`src/rtl/core/plist_pkg.sv`:
```
`default_nettype none
// ----------------------------------------------------------------------------
// plist_pkg
// Shared types and codes for the positional list engine.
// ----------------------------------------------------------------------------
package plist_pkg;

  localparam int POS_W  = 7;
  localparam int DATA_W = 32;
  localparam int CMD_W  = 3;

  typedef enum logic [CMD_W-1:0] {
    CMD_LENGTH = 3'd0,
    CMD_INSERT = 3'd1,
    CMD_QUERY  = 3'd2,
    CMD_REMOVE = 3'd3,
    CMD_DUMP   = 3'd4
  } cmd_t;

  typedef enum logic [1:0] {
    ST_OK    = 2'd0,
    ST_RANGE = 2'd1,
    ST_FULL  = 2'd2,
    ST_EMPTY = 2'd3
  } status_t;

  typedef enum logic [3:0] {
    OP_NONE,
    OP_LENGTH,
    OP_ERROR,
    OP_LOAD_INS,
    OP_LOAD_REM,
    OP_READ_POS,
    OP_READ_HEAD,
    OP_SHIFT_UP,
    OP_SHIFT_DN,
    OP_WRITE_VAL,
    OP_DEC_CNT,
    OP_EMIT_ENTRY
  } dp_op_t;

  typedef enum logic [1:0] {
    S_IDLE,
    S_SHUP,
    S_SHDN,
    S_EMIT
  } state_t;

  typedef struct packed {
    dp_op_t  op;
    status_t err_code;
  } plist_cmd_t;

  typedef struct packed {
    logic pos_gt_cnt;
    logic pos_ge_cnt;
    logic full;
    logic empty;
    logic busy;
    logic can_emit;
    logic emit_last;
  } plist_stat_t;

endpackage

`default_nettype wire

```
`src/rtl/core/plist_ctrl.sv`:
```
`default_nettype none
// ----------------------------------------------------------------------------
// plist_ctrl
// Command sequencer: decodes each request and steps the datapath through
// shifting, writing and result emission.
// ----------------------------------------------------------------------------
module plist_ctrl (
  input  wire logic                    clk,
  input  wire logic                    rst_n,
  input  wire logic                    in_valid,
  output logic                         in_stall,
  input  wire logic [2:0]              in_command,
  input  wire plist_pkg::plist_stat_t  stat,
  output plist_pkg::plist_cmd_t        cmd
);
  import plist_pkg::*;

  state_t state_r, state_nxt;
  logic   accept;

  assign in_stall = !((state_r == S_IDLE) && stat.can_emit);
  assign accept   = in_valid && !in_stall;

  always_ff @(posedge clk) begin
    if (!rst_n) begin
      state_r <= S_IDLE;
    end else begin
      state_r <= state_nxt;
    end
  end

  // next state
  always_comb begin
    state_nxt = state_r;
    case (state_r)
      S_IDLE: begin
        if (accept) begin
          case (cmd_t'(in_command))
            CMD_INSERT: if (!stat.pos_gt_cnt && !stat.full) state_nxt = S_SHUP;
            CMD_QUERY:  if (!stat.pos_ge_cnt) state_nxt = S_EMIT;
            CMD_REMOVE: if (!stat.pos_ge_cnt) state_nxt = S_SHDN;
            CMD_DUMP:   if (!stat.empty) state_nxt = S_EMIT;
            default:    state_nxt = S_IDLE;
          endcase
        end
      end
      S_SHUP: if (!stat.busy) state_nxt = S_IDLE;
      S_SHDN: if (!stat.busy) state_nxt = S_IDLE;
      S_EMIT: if (stat.can_emit && stat.emit_last) state_nxt = S_IDLE;
      default: state_nxt = S_IDLE;
    endcase
  end

  // datapath commands
  always_comb begin
    cmd.op       = OP_NONE;
    cmd.err_code = ST_RANGE;
    case (state_r)
      S_IDLE: begin
        if (accept) begin
          case (cmd_t'(in_command))
            CMD_LENGTH: cmd.op = OP_LENGTH;
            CMD_INSERT: begin
              if (stat.pos_gt_cnt) begin
                cmd.op = OP_ERROR;
              end else if (stat.full) begin
                cmd.op       = OP_ERROR;
                cmd.err_code = ST_FULL;
              end else begin
                cmd.op = OP_LOAD_INS;
              end
            end
            CMD_QUERY:  cmd.op = stat.pos_ge_cnt ? OP_ERROR : OP_READ_POS;
            CMD_REMOVE: cmd.op = stat.pos_ge_cnt ? OP_ERROR : OP_LOAD_REM;
            CMD_DUMP: begin
              if (stat.empty) begin
                cmd.op       = OP_ERROR;
                cmd.err_code = ST_EMPTY;
              end else begin
                cmd.op = OP_READ_HEAD;
              end
            end
            default: cmd.op = OP_NONE;
          endcase
        end
      end
      S_SHUP: cmd.op = stat.busy ? OP_SHIFT_UP : OP_WRITE_VAL;
      S_SHDN: cmd.op = stat.busy ? OP_SHIFT_DN : OP_DEC_CNT;
      S_EMIT: if (stat.can_emit) cmd.op = OP_EMIT_ENTRY;
      default: cmd.op = OP_NONE;
    endcase
  end

endmodule

`default_nettype wire

```
`src/rtl/core/plist_dp.sv`:
```
`default_nettype none
// ----------------------------------------------------------------------------
// plist_dp
// Entry memory, count, shift pointers and the result output register.
// ----------------------------------------------------------------------------
module plist_dp #(
  parameter int CAPACITY = 64
) (
  input  wire logic                                    clk,
  input  wire logic                                    rst_n,
  input  wire logic [plist_pkg::POS_W-1:0]             in_position,
  input  wire logic signed [plist_pkg::DATA_W-1:0]     in_item_value,
  input  wire plist_pkg::plist_cmd_t                   cmd,
  output plist_pkg::plist_stat_t                       stat,
  output logic                                         out_valid,
  input  wire logic                                    out_stall,
  output logic signed [plist_pkg::DATA_W-1:0]          out_result_value,
  output logic [1:0]                                   out_status,
  output logic                                         out_last
);
  import plist_pkg::*;

  localparam int AW = (CAPACITY > 1) ? $clog2(CAPACITY) : 1;
  localparam int CW = $clog2(CAPACITY + 1);

  logic [DATA_W-1:0] mem [CAPACITY];
  logic [DATA_W-1:0] rd_data_r;

  logic [CW-1:0]     cnt_r, cnt_nxt;
  logic [AW-1:0]     idx_r, idx_nxt;
  logic [AW-1:0]     pos_r, pos_nxt;
  logic [AW-1:0]     pend_addr_r, pend_addr_nxt;
  logic              pend_r, pend_nxt;
  logic              rd_more_r, rd_more_nxt;
  logic              single_r, single_nxt;
  logic [DATA_W-1:0] val_r, val_nxt;

  logic              out_valid_r, out_valid_nxt;
  logic [DATA_W-1:0] out_value_r, out_value_nxt;
  status_t           out_status_r, out_status_nxt;
  logic              out_last_r, out_last_nxt;

  logic              wr_en, rd_en;
  logic [AW-1:0]     wr_addr, rd_addr;
  logic [DATA_W-1:0] wr_data;
  logic [POS_W-1:0]  cnt_ext, pos_plus1;
  logic [CW-1:0]     cnt_m1;
  logic              emit_last;

  assign cnt_ext   = POS_W'(cnt_r);
  assign cnt_m1    = cnt_r - CW'(1);
  assign pos_plus1 = in_position + POS_W'(1);
  assign emit_last = single_r || (CW'(idx_r) == cnt_m1);

  assign stat.pos_gt_cnt = in_position > cnt_ext;
  assign stat.pos_ge_cnt = in_position >= cnt_ext;
  assign stat.full       = cnt_r == CW'(CAPACITY);
  assign stat.empty      = cnt_r == '0;
  assign stat.busy       = rd_more_r || pend_r;
  assign stat.can_emit   = !out_valid_r || !out_stall;
  assign stat.emit_last  = emit_last;

  always_comb begin
    cnt_nxt        = cnt_r;
    idx_nxt        = idx_r;
    pos_nxt        = pos_r;
    pend_addr_nxt  = pend_addr_r;
    pend_nxt       = pend_r;
    rd_more_nxt    = rd_more_r;
    single_nxt     = single_r;
    val_nxt        = val_r;
    out_valid_nxt  = out_valid_r && out_stall;
    out_value_nxt  = out_value_r;
    out_status_nxt = out_status_r;
    out_last_nxt   = out_last_r;
    wr_en          = 1'b0;
    rd_en          = 1'b0;
    wr_addr        = pend_addr_r;
    rd_addr        = idx_r;
    wr_data        = rd_data_r;
    case (cmd.op)
      OP_LENGTH: begin
        out_valid_nxt  = 1'b1;
        out_value_nxt  = DATA_W'(cnt_r);
        out_status_nxt = ST_OK;
        out_last_nxt   = 1'b1;
      end
      OP_ERROR: begin
        out_valid_nxt  = 1'b1;
        out_value_nxt  = '1;
        out_status_nxt = cmd.err_code;
        out_last_nxt   = 1'b1;
      end
      OP_LOAD_INS: begin
        pos_nxt     = in_position[AW-1:0];
        val_nxt     = in_item_value;
        idx_nxt     = cnt_m1[AW-1:0];
        rd_more_nxt = in_position < cnt_ext;
        pend_nxt    = 1'b0;
      end
      OP_LOAD_REM: begin
        idx_nxt     = pos_plus1[AW-1:0];
        rd_more_nxt = pos_plus1 < cnt_ext;
        pend_nxt    = 1'b0;
      end
      OP_READ_POS: begin
        rd_en      = 1'b1;
        rd_addr    = in_position[AW-1:0];
        idx_nxt    = in_position[AW-1:0];
        single_nxt = 1'b1;
      end
      OP_READ_HEAD: begin
        rd_en      = 1'b1;
        rd_addr    = '0;
        idx_nxt    = '0;
        single_nxt = 1'b0;
      end
      // read walks down from the tail, each entry written one slot higher
      OP_SHIFT_UP: begin
        wr_en         = pend_r;
        wr_addr       = pend_addr_r + AW'(1);
        rd_en         = rd_more_r;
        pend_nxt      = rd_more_r;
        pend_addr_nxt = idx_r;
        idx_nxt       = idx_r - AW'(1);
        rd_more_nxt   = rd_more_r && (idx_r != pos_r);
      end
      // read walks up toward the tail, each entry written one slot lower
      OP_SHIFT_DN: begin
        wr_en         = pend_r;
        wr_addr       = pend_addr_r - AW'(1);
        rd_en         = rd_more_r;
        pend_nxt      = rd_more_r;
        pend_addr_nxt = idx_r;
        idx_nxt       = idx_r + AW'(1);
        rd_more_nxt   = rd_more_r && (CW'(idx_r) != cnt_m1);
      end
      OP_WRITE_VAL: begin
        wr_en   = 1'b1;
        wr_addr = pos_r;
        wr_data = val_r;
        cnt_nxt = cnt_r + CW'(1);
      end
      OP_DEC_CNT: begin
        cnt_nxt = cnt_m1;
      end
      // emit current entry and prefetch the next one
      OP_EMIT_ENTRY: begin
        out_valid_nxt  = 1'b1;
        out_value_nxt  = rd_data_r;
        out_status_nxt = ST_OK;
        out_last_nxt   = emit_last;
        if (!emit_last) begin
          rd_en   = 1'b1;
          rd_addr = idx_r + AW'(1);
          idx_nxt = idx_r + AW'(1);
        end
      end
      default: begin
        wr_en = 1'b0;
      end
    endcase
  end

  always_ff @(posedge clk) begin
    if (wr_en) begin
      mem[wr_addr] <= wr_data;
    end
  end

  always_ff @(posedge clk) begin
    if (rd_en) begin
      rd_data_r <= mem[rd_addr];
    end
  end

  always_ff @(posedge clk) begin
    if (!rst_n) begin
      cnt_r       <= '0;
      pend_r      <= 1'b0;
      rd_more_r   <= 1'b0;
      out_valid_r <= 1'b0;
    end else begin
      cnt_r       <= cnt_nxt;
      pend_r      <= pend_nxt;
      rd_more_r   <= rd_more_nxt;
      out_valid_r <= out_valid_nxt;
    end
  end

  always_ff @(posedge clk) begin
    idx_r        <= idx_nxt;
    pos_r        <= pos_nxt;
    pend_addr_r  <= pend_addr_nxt;
    single_r     <= single_nxt;
    val_r        <= val_nxt;
    out_value_r  <= out_value_nxt;
    out_status_r <= out_status_nxt;
    out_last_r   <= out_last_nxt;
  end

  assign out_valid        = out_valid_r;
  assign out_result_value = out_value_r;
  assign out_status       = out_status_r;
  assign out_last         = out_last_r;

endmodule

`default_nettype wire

```
`src/rtl/core/positional_list_engine.sv`:
```
`default_nettype none
// ----------------------------------------------------------------------------
// positional_list_engine
// Ordered list of signed 32-bit values in a bounded store.
// ----------------------------------------------------------------------------
// One request is taken at a time. Length and every error answer go straight to
// the output register; query reads the entry and emits it; dump emits the
// entries head first, waiting out any output stall. Insert shifts entries
// p and up one slot higher, then writes; remove shifts the entries above p
// down one slot. Insert and remove time is set by the entry memory,
// which moves one entry per cycle through its one read and one write port.
// A new request is taken only while the output register is free or draining.
// There is no clearing pass after reset: the count starts at zero.
// ----------------------------------------------------------------------------
module positional_list_engine #(
  parameter int CAPACITY = 64
) (
  input  wire logic                                clk,
  input  wire logic                                rst_n,
  input  wire logic                                in_valid,
  output logic                                     in_stall,
  input  wire logic [plist_pkg::CMD_W-1:0]         in_command,
  input  wire logic [plist_pkg::POS_W-1:0]         in_position,
  input  wire logic signed [plist_pkg::DATA_W-1:0] in_item_value,
  output logic                                     out_valid,
  input  wire logic                                out_stall,
  output logic signed [plist_pkg::DATA_W-1:0]      out_result_value,
  output logic [1:0]                               out_status,
  output logic                                     out_last
);
  import plist_pkg::*;

  plist_cmd_t  cmd;
  plist_stat_t stat;

  plist_ctrl u_ctrl (
    .clk        (clk),
    .rst_n      (rst_n),
    .in_valid   (in_valid),
    .in_stall   (in_stall),
    .in_command (in_command),
    .stat       (stat),
    .cmd        (cmd)
  );

  plist_dp #(
    .CAPACITY (CAPACITY)
  ) u_dp (
    .clk              (clk),
    .rst_n            (rst_n),
    .in_position      (in_position),
    .in_item_value    (in_item_value),
    .cmd              (cmd),
    .stat             (stat),
    .out_valid        (out_valid),
    .out_stall        (out_stall),
    .out_result_value (out_result_value),
    .out_status       (out_status),
    .out_last         (out_last)
  );

endmodule

`default_nettype wire

```
`config.mk`:
```
export PLATFORM = sky130hd
export DESIGN_NAME = positional_list_engine
export DESIGN_NICKNAME = d
export VERILOG_FILES = /design/src/rtl/core/plist_pkg.sv /design/src/rtl/core/plist_ctrl.sv /design/src/rtl/core/plist_dp.sv /design/src/rtl/core/positional_list_engine.sv
export SDC_FILE = /design/constraint.sdc
export NUM_CORES = 2
export LEC_CHECK = 0
export BUFFER_PORTS_ARGS = -buffer_cell sky130_fd_sc_hd__buf_4
export CORE_UTILIZATION = 35
export CTS_CLUSTER_SIZE = 16
export DETAILED_ROUTE_END_ITERATION = 16
export PLACE_DENSITY_LB_ADDON = 0.1
export SETUP_SLACK_MARGIN = 0.15
export SKIP_LAST_GASP = 1
export SLEW_MARGIN = 10
export SYNTH_ARGS = -nofsm -noshare
export SYNTH_HDL_FRONTEND = slang
export SYNTH_SLANG_ARGS = --single-unit
```
`constraint.sdc`:
```
create_clock -name clk -period 8.9 [get_ports clk]
set_input_delay 1.78 -clock clk [delete_from_list [all_inputs] [get_ports clk]]
set_output_delay 1.78 -clock clk [all_outputs]
set_load 0.05 [all_outputs]
```
==> run summary <==
WHS: 524.5 ps
Synth area leader: edfxtp_1
Core ar.: 246200 µm²
total negative slack: 0 ps
Synth Cell Area: 86790 µm²
IO Port Bufs: 82
via count: 54310
Switching Power: 5.402 mW
final instance area: 100700 µm²
Die Area: 250000 µm²
Final Cycle Share: 83.62%
detailed-router iteration count before antenna repair: 6
CP max FO: 32
Worst Setup Start Kind: input port
row cnt: 182
Synth top area share: 74.94%
Post-Syn Instances: 6045
Max VDD drop: 0.0002179 V
Bufs and invs on worst path: 5
max-cap violations: 0
vias per std cell: 5.527
crit path DAT: 7960 ps
fmax: 134.4 MHz
CP Class: in2reg
post-synth net total: 6121
Max stage delay on crit path: 560 ps
Seq/Total Area, Yosys: 75.22%
Starting DRT DRC Count: 5963
Placed Area: 93510 µm²
GPL Wtd Cong: 0.8764
Period minus WS final: 7442 ps
fraction of registers with async set/reset: 0%
Req. time, crit path: 9420 ps
GR Util All Layers: 23.97%
slowest stage cell, crit path: buf_4
Crit. End Element: flop
total CTS buffers: 230
DRC: 0
clock root cell: clkbuf_16
synth top area cells: edfxtp_1 75%, nand2_1 5.9%, mux2i_1 2.7%
Reg power frac: 50.6%
Finish-stage setup viols: 0
PD cells: 220.8 nW/µm²
Worst Clk Skew: 37.29 ps
Post-synth top flop: edfxtp_1
Die Y: 500.0 µm
sw frac: 24.30%
Post-CTS Setup Inserts: 0
Fin. Hold Viols: 0
Final Max Tran Viols: 0
Pwr Total: 22.23 mW
H-tree lvl count: 4
leak pwr: 33.38 nW
antenna viol nets, final: 0
Initial Util: 35.26%
first-pass GRT wire length: 421800 µm
CTS max path bufs: 3
Fill cells: 22810
WL final: 303500 µm
Layout Nets: 6381
Clk Latency, worst-skew pair: 890 ps
Worst Tran Pin Value: 1298 ps
initial antenna violation count: 27
top-count cell post-synth: edfxtp_1
EDFF count, synth: 2166
Resized cells post-CTS: 0
status: complete, no violations
Yosys cell types: 86
layout cell share with drive strength beyond 1: 13.85%
Clk network pwr share: 41.5%
Area growth, synth to finish: 15.99%
Comb pwr share: 7.9%
clock slew at reported path FFs: 60 ps
Sink Count: 2178
synth warn: 0
CTS tree: yes
number of global-route vias before repair: 52200
Slew HR: 12.66%
I/O pin cnt: 83
CP top delay family: compound AO/OA/AOI/OAI gates
synthesized area per cell: 14.36 µm²
cell chain of the critical path: buf_4 > inv_1 > ha_1 > nand2b_1 > a211o_1 > a2111oi_1 > a211oi_2 > or2_1 > nand2_1 > inv_1 > ha_1 > a21o_1 > a21o_1 > a21o_1 > a21oi_1 > a21oi_1 > o211ai_1 > buf_4 > nand2_1 > nor2_4 > buf_4
internal power: 16.83 mW
largest net degree at the start of global routing: 83
number of hold buffers added after CTS: 0
total grt overflow: 0
Synth top cells by count: 2166 x edfxtp_1, 1371 x nand2_1, 340 x nand3_1, 254 x a21oi_1, 238 x mux2i_1
Min-Delay Path Class: reg2reg
RSZ-0062 raised after global routing: false
Routed WL per cell: 30.89 µm
Seq cells post-synth: 2178
die span in x: 500.0 µm
DP Wirelength: 188100 µm
## tightest hold or removal path, cell delays in order, from the launching register on
cell and delay [ps]:
dfxtp_1 340, nand2b_1 70, a21boi_0 60
## layout by cell type, fill, tap and decap left out, types with 36 or more instances in the layout
cell type,netlist,layout
o211ai_1,51,51
nor2_4,0,73
and3_1,82,82
o21ai_0,65,62
clkinv_2,0,49
a21oi_1,254,254
nand2_1,1371,1367
a31oi_1,87,87
a221oi_1,79,78
clkbuf_16,0,231
a2111oi_0,36,36
nand3_1,340,338
a32oi_1,114,114
clkinv_1,0,72
mux2i_1,238,238
buf_12,0,44
a211oi_1,45,45
nor4_1,49,48
clkbuf_1,172,41
edfxtp_1,2166,2166
nor2_1,126,57
nand4_1,58,58
buf_4,25,373
## path summary, 6_finish.rpt
kind | startpoint | endpoint | slack (ps) | depth (start not counted)
worst min register to register | u_ctrl.state_r[1] | u_ctrl.state_r[1] | 520 | 2
worst min-delay path | u_ctrl.state_r[1] | u_ctrl.state_r[1] | 520 | 2
worst max-delay path | in_position[0] | u_dp.mem[51][13] | 1460 | 21
worst max register to register | u_dp.cnt_ext[0] | u_dp.rd_data_r[30] | 1580 | 15
## layer usage
layer  vias to the layer above  track usage, %  wire length [µm]
met1                     28400           34.08            135500
li1                      23700               -                 -
met4                         2           6.811              7950
met5                         -               0                13
met3                       331           4.134             20340
met2                      1878           37.56            139700
## state kept, by name (all words and copies together) (netlist names), 2 cells and up
name	count
u_dp.idx_r	6
u_dp.cnt_ext	7
u_dp.out_result_value	32
u_dp.val_r	32
u_dp.out_status	2
u_dp.mem	2048
u_dp.pend_addr_r	6
u_ctrl.state_r	2
u_dp.rd_data_r	32
u_dp.pos_r	6
## per-stage QoR
step | std cells | setup WS [ps] | utilization, %
after CTS | 9812 | 1554 | 40.88
final | 9825 | 1458 | 40.90
after global routing | 9818 | 1105 | 40.89
after global placement | 9384 | -145.2 | 37.98
after floorplan | 6045 | 1207 | -
after detailed placement | 9385 | 631.3 | 37.99
## power groups by stage
stage | Clock (mW) | Combinational, mW | Sequential (mW)
after global routing | 9.77 | 1.84 | 11.2
final | 9.24 | 1.75 | 11.2
after floorplan | 0 | 0.811 | 11.5
after detailed placement | 0 | 1.75 | 11.5
after global placement | 0 | 1.75 | 11.5
after CTS | 9.40 | 1.75 | 11.2
## kinds of logic (layout without fill, tap and decap cells)
| family | after synthesis | count (layout) | share of synthesized area, % |
|---|---|---|---|
| mux | 272 | 272 | 3.186 |
| flops | 2178 | 2178 | 75.22 |
| fa+ha+maj | 30 | 30 | 0.4411 |
| xor+xnor | 29 | 29 | 0.2927 |
| buf+inv | 415 | 870 | 2.183 |
| other cells | 0 | 13 | 0 |
| simple gates | 2121 | 2121 | 10.57 |
| compound gates | 1000 | 1000 | 8.113 |
## final cells by class
| type | instances | area (µm²) | area share (%) |
|---|---|---|---|
| Inverter | 26 | 97.59 | 0.09695 |
| Multi-Input combinational cell | 3452 | 20310 | 20.17 |
| Tap cell | 3312 | 4144 | 4.116 |
| Clock inverter | 155 | 1190 | 1.182 |
| Clock buffer | 272 | 5934 | 5.895 |
| Antenna cell | 13 | 32.53 | 0.03232 |
| Timing Repair Buffer | 417 | 3681 | 3.657 |
| Sequential cell | 2178 | 65280 | 64.85 |
No activity file was read; power rests on OpenSTA's default activity.
